### config.mk
export PLATFORM = sky130hd
export DESIGN_NAME = lmt_ram
export DESIGN_NICKNAME = d
export VERILOG_FILES = /design/src/design/lmt_ram.sv
export SDC_FILE = /design/constraint.sdc
export NUM_CORES = 2
export LEC_CHECK = 0
export BUFFER_PORTS_ARGS = -buffer_cell sky130_fd_sc_hd__buf_2
export CORE_MARGIN = 10
export CORE_UTILIZATION = 50
export CTS_BUF_LIST = sky130_fd_sc_hd__clkbuf_8
export DETAILED_ROUTE_END_ITERATION = 8
export PLACE_DENSITY = 0.72
export SLEW_MARGIN = 20
export SYNTH_ARGS = -nofsm -noshare
export SYNTH_HDL_FRONTEND = slang
export SYNTH_SLANG_ARGS = --single-unit
### constraint.sdc
create_clock -name clock -period 3.03 [get_ports clock]
set_clock_uncertainty 0.2 [all_clocks]
set_input_delay 0.7575 -clock clock [delete_from_list [all_inputs] [get_ports clock]]
set_output_delay 0.7575 -clock clock [all_outputs]
set_load 0.05 [all_outputs]
### src/design/lmt_ram.sv
// lmt_ram: generic single-write, single-read synchronous RAM, registered read,
// read-before-write on a same-address collision. No dependencies.
module lmt_ram #(
   parameter int WIDTH = 8,
   parameter int DEPTH = 256
) (
   input  logic                     clock,
   input  logic                     wr_en,
   input  logic [$clog2(DEPTH)-1:0] wr_addr,
   input  logic [WIDTH-1:0]         wr_data,
   input  logic                     rd_en,
   input  logic [$clog2(DEPTH)-1:0] rd_addr,
   output logic [WIDTH-1:0]         rd_data
);

   logic [WIDTH-1:0] mem_ff [DEPTH];
   logic [WIDTH-1:0] rd_data_ff;

   always_ff @(posedge clock) begin
      if (wr_en) begin
         mem_ff[wr_addr] <= wr_data;
      end
      if (rd_en) begin
         rd_data_ff <= mem_ff[rd_addr];
      end
   end

   assign rd_data = rd_data_ff;

endmodule

-- Yosys cells after proc, flatten, opt, wreduce, memory -nomap -nowiden
Memory sizes are Yosys's and may differ from the RTL's. A register that Yosys moved wholly into a read port is not among the register bits.
Cells that the tools add are included.
- muxes and demuxes: 2
- operators with widths (operator ; number):
    $mux W1 ; 2
- register bits: 0
- memory bits (writable): 2048
- bits of input ports: 27
- output and inout port bits: 8
- logic and storage cells: 3
- memories: 1
- memories (memory ; depth ; width ; read ports ; clocked after memory_dff ; write ports ; RTL line ; text):
    mem_ff ; 256 ; 8 ; 1 ; 1 ; 1 ; 16 ; logic [WIDTH-1:0] mem_ff [DEPTH];

-- Longest topological paths before layout
- word-level depth: 2
- gate-level depth with buffers: 11
- depth with buffers taken out: 6

-- Worst setup path after synthesis
OpenSTA, ideal clock, no wires.
- kind: input to register
- start: in rd_addr[0]
- end: reg rd_data_ff[2], in the netlist rd_data[2], read port of mem_ff, data pin
- setup time: 0.269 ns
- arrival: 2.565 ns
- data required time: 2.561 ns
- slack: -0.004 ns
- cell stages on the path: 9
- buffers on the path: 4
- cells stage by stage: buf_6 > buf_12 > buf_8 > buf_2 > mux4_2 > a22oi_1 > a21oi_1 > nor4_1 > nor4_2
- RTL lines (item ; RTL line ; text):
    from (decl) ; 12 ; input logic [$clog2(DEPTH)-1:0] rd_addr,
    to (decl) ; 17 ; logic [WIDTH-1:0] rd_data_ff;

==> results.ini <==
[drt]
route.detailed.wl_per_inst_um = 28.1
drt_iter0_markers = 5052
drtPass1Iterations = 6
via_count = 42100
vias_per_cell = 6.08
antenna_left = 0
drc_errors = 0
drt_wl_total_um = 194000

[worst_hold_path]
whs_endpoint = mem_ff[24][5]$_DFFE_PP_
worstHoldPathType = in2reg
hold_depth = 1
hold_start = wr_data[5]

[sta]
whs_ps = 100
slew_headroom_pct = 23.7
rsz0062_at_grt = no
finalHoldViolCount = 0
final_max_slew_viol_count = 0
worst_slew_pin_slew_ps = 1120
setup_viol = 0
fmax_ghz = 0.335
fin_crit_ps = 2990
layout_setup_ws_ps = 42.9
period_share_pct = 98.6

[clock_tree]
cts_resized = 0
clk_latency_ps = 1070
cts_tree = built
clkSinkCount = 2056
post_cts_buffers = 0
cts-root-buf = clkbuf_8
cts-buffers-inserted = 335
htree_levels = 5
cts.clk_slew.worst_paths_ps = 60
cts_buffer_depth = 4

[floorplanning]
die_w_um = 419
die_h_um = 419
start_util_pct = 50.3
num_rows = 146
core_area_um2 = 158000
ios = 35
die_area_um2 = 176000

[yosys]
yosys_warnings = 0
synth_edf_count = 2056
synth.distinct_cells = 54
synth_adder_area_share_pct = 0
ys_top_cells_by_area = edfxtp_1 78%, mux4_2 13%, mux2i_1 1.7%
synth_xor_area_share_pct = 0
synthMuxAreaShare_pct = 14.6
synth_area_um2 = 79600
synth_fp_nets = 3760
yosys.area_share.simple_pct = 2.63
syn_inst = 3733
synth_top_cell_by_area = edfxtp_1
yosysSeqAreaShare_pct = 77.5
synth_top_family_by_area = multiplexers
synth-seq-cells = 2056
ys_async_sr_fraction_pct = 0
synth_compound_area_share_pct = 3.42
synth_top_cell_area_share_pct = 77.5
syn_avg_cell_area_um2 = 21.3
synthFlopType = edfxtp_1

[grt]
grtUsageTotal_pct = 22.1
grt_pass1_vias = 42700
antenna_found_initial = 9
grt_first_pass_wirelength_um = 285000
grt_max_degree = 106
grt-ovfl-total = 0

[cells_and_area]
nFillCells = 11000
nets = 4634
multi_input_area_um2 = 16500
areaGrowthSynthToFinish_pct = 17.4
seq_area_um2 = 61700
drive_gt1_share_pct = 33.7

[placed_design]
place_ws_ps = -939
dp_hpwl_um = 127000
port_buffers = 34
routabilityCongestion = 0.874

[critical_path]
end_kind = flip-flop
r2r_start = mem_ff[50][2]$_DFFE_PP_
start_kind = primary input
r2r-end = rd_data[2]$_DFFE_PP_
cp_data_required_time_ps = 3630
r2r_cells = 6
worstPathMaxFanout = 16
cp.arrival_ps = 3590
path_class = in2reg
reg2reg_slack_ps = 70
crit_start = rd_addr[0]

[run_status]
outcome = completed

[power_and_ir_drop]
powerDensity_nw_per_um2 = 600
peakVddDrop_mv = 0.472
p_leak_nw = 30.8

[run]
maxCapViolations = 0

[stage by stage]
| step | utilization, % | std cells | TNS [ps] | cell area (um2) | power, mW |
|---|---|---|---|---|---|
| 2_1_floorplan | - | 3733 | 0 | 79600 | 33.6 |
| 3_3_place_gp | 55.3 | 6338 | -6530 | 87700 | 35.2 |
| 3_5_place_dp | 55.3 | 6338 | -6500 | 87700 | 35.3 |
| 4_1_cts | 59.0 | 6918 | 0 | 93500 | 56.5 |
| 5_1_grt | 59.1 | 6921 | 0 | 93500 | 57.8 |
| 6_report | 59.1 | 6921 | 0 | 93500 | 56.1 |
[repair_timing]
action,in CTS,in global routing
endpoints found under the setup margin,0,0
hold endpoints to repair,84,0
hold buffers,4,0
[worst max-delay path by stage]
stage	to	slack [ps]	cells after the start
after global placement	rd_data[2]$_DFFE_PP_	-940	10
final	rd_data[2]$_DFFE_PP_	40	9
after detailed placement	rd_data[2]$_DFFE_PP_	-940	9
after floorplan	rd_data[0]$_DFFE_PP_	6	7
after CTS	rd_data[2]	80	1
after global routing	rd_data[1]$_DFFE_PP_	30	6
[area by class of cell]
type                       count  share of cell area, %
sequential                  2056                   66.0
multi-input combinational   1442                   17.6
timing repair buffer         770                   7.36
clock buffer                 343                   5.05
tap                         2072                   2.77
clock inverter               233                   1.17
inverter                       2                0.00803
antenna                        3                0.00803
[cells by family after synthesis]
group,count (synthesis)
buffers and inverters,235
AOI/OAI and AO/OA,385
and+or+nand+nor,466
DFF,2056
muxes,591
[report_power, final]
part / total [mW] / internal (mW) / switching [mW] / leakage, nW
combinational: 3.30 / 1.35 / 1.95 / 9.07
sequential: 31.4 / 31.4 / 0.0354 / 18.5
clock: 21.4 / 10.9 / 10.5 / 3.28
[cell usage after synthesis, types with 2 or more instances]
library cell	n
edfxtp_1	2056
mux4_2	454
nor2_1	282
mux2i_1	134
a22oi_1	133
clkbuf_1	111
a21oi_1	96
o221ai_1	46
nand3_1	34
nand2_1	33
buf_2	31
nor2b_1	31
o22ai_1	28
buf_4	27
nor4_1	24
buf_1	22
nor3_1	22
buf_6	21
a211oi_1	16
a221oi_1	13
buf_8	13
nand4_1	10
o211ai_1	10
o21ai_0	10
a22o_1	8
buf_12	8
nand2b_1	8
and2_1	6
o22a_1	5
o32ai_1	4
or2_2	4
nor4_2	3
a2111oi_0	2
a2111oi_1	2
a311oi_1	2
a31oi_1	2
and3b_1	2
mux4_1	2
nand3b_1	2
o21ai_1	2
[cells in the final DEF, fill, tap and decap left out, drive strengths merged, types with 47 or more instances in the layout]
cell	count
clkinv	137
nor2	282
mux2i	134
clkbuf	349
buf	760
a21oi	96
a22oi	133
inv	86
mux4	456
edfxtp	2056
o221ai	47
[state kept, by name (all words and copies together), names as in the netlist]
signal	count
rd_data	8
mem_ff	2048
[worst max-delay path, stage by stage]
cell and delay [ps]:
buf_8 160, buf_12 210, buf_12 210, mux4_2 530, o211ai_1 300, nand3_1 260
nor4_1 820, buf_4 250, nor4_2 40
[layer usage]
layer | routed length, um | track usage, %
met5 | 0 | 0
met4 | 7060 | 8.54
met3 | 20600 | 5.10
met2 | 93400 | 34.5
met1 | 73300 | 30.4
No activity file was read; power rests on OpenSTA's default activity.
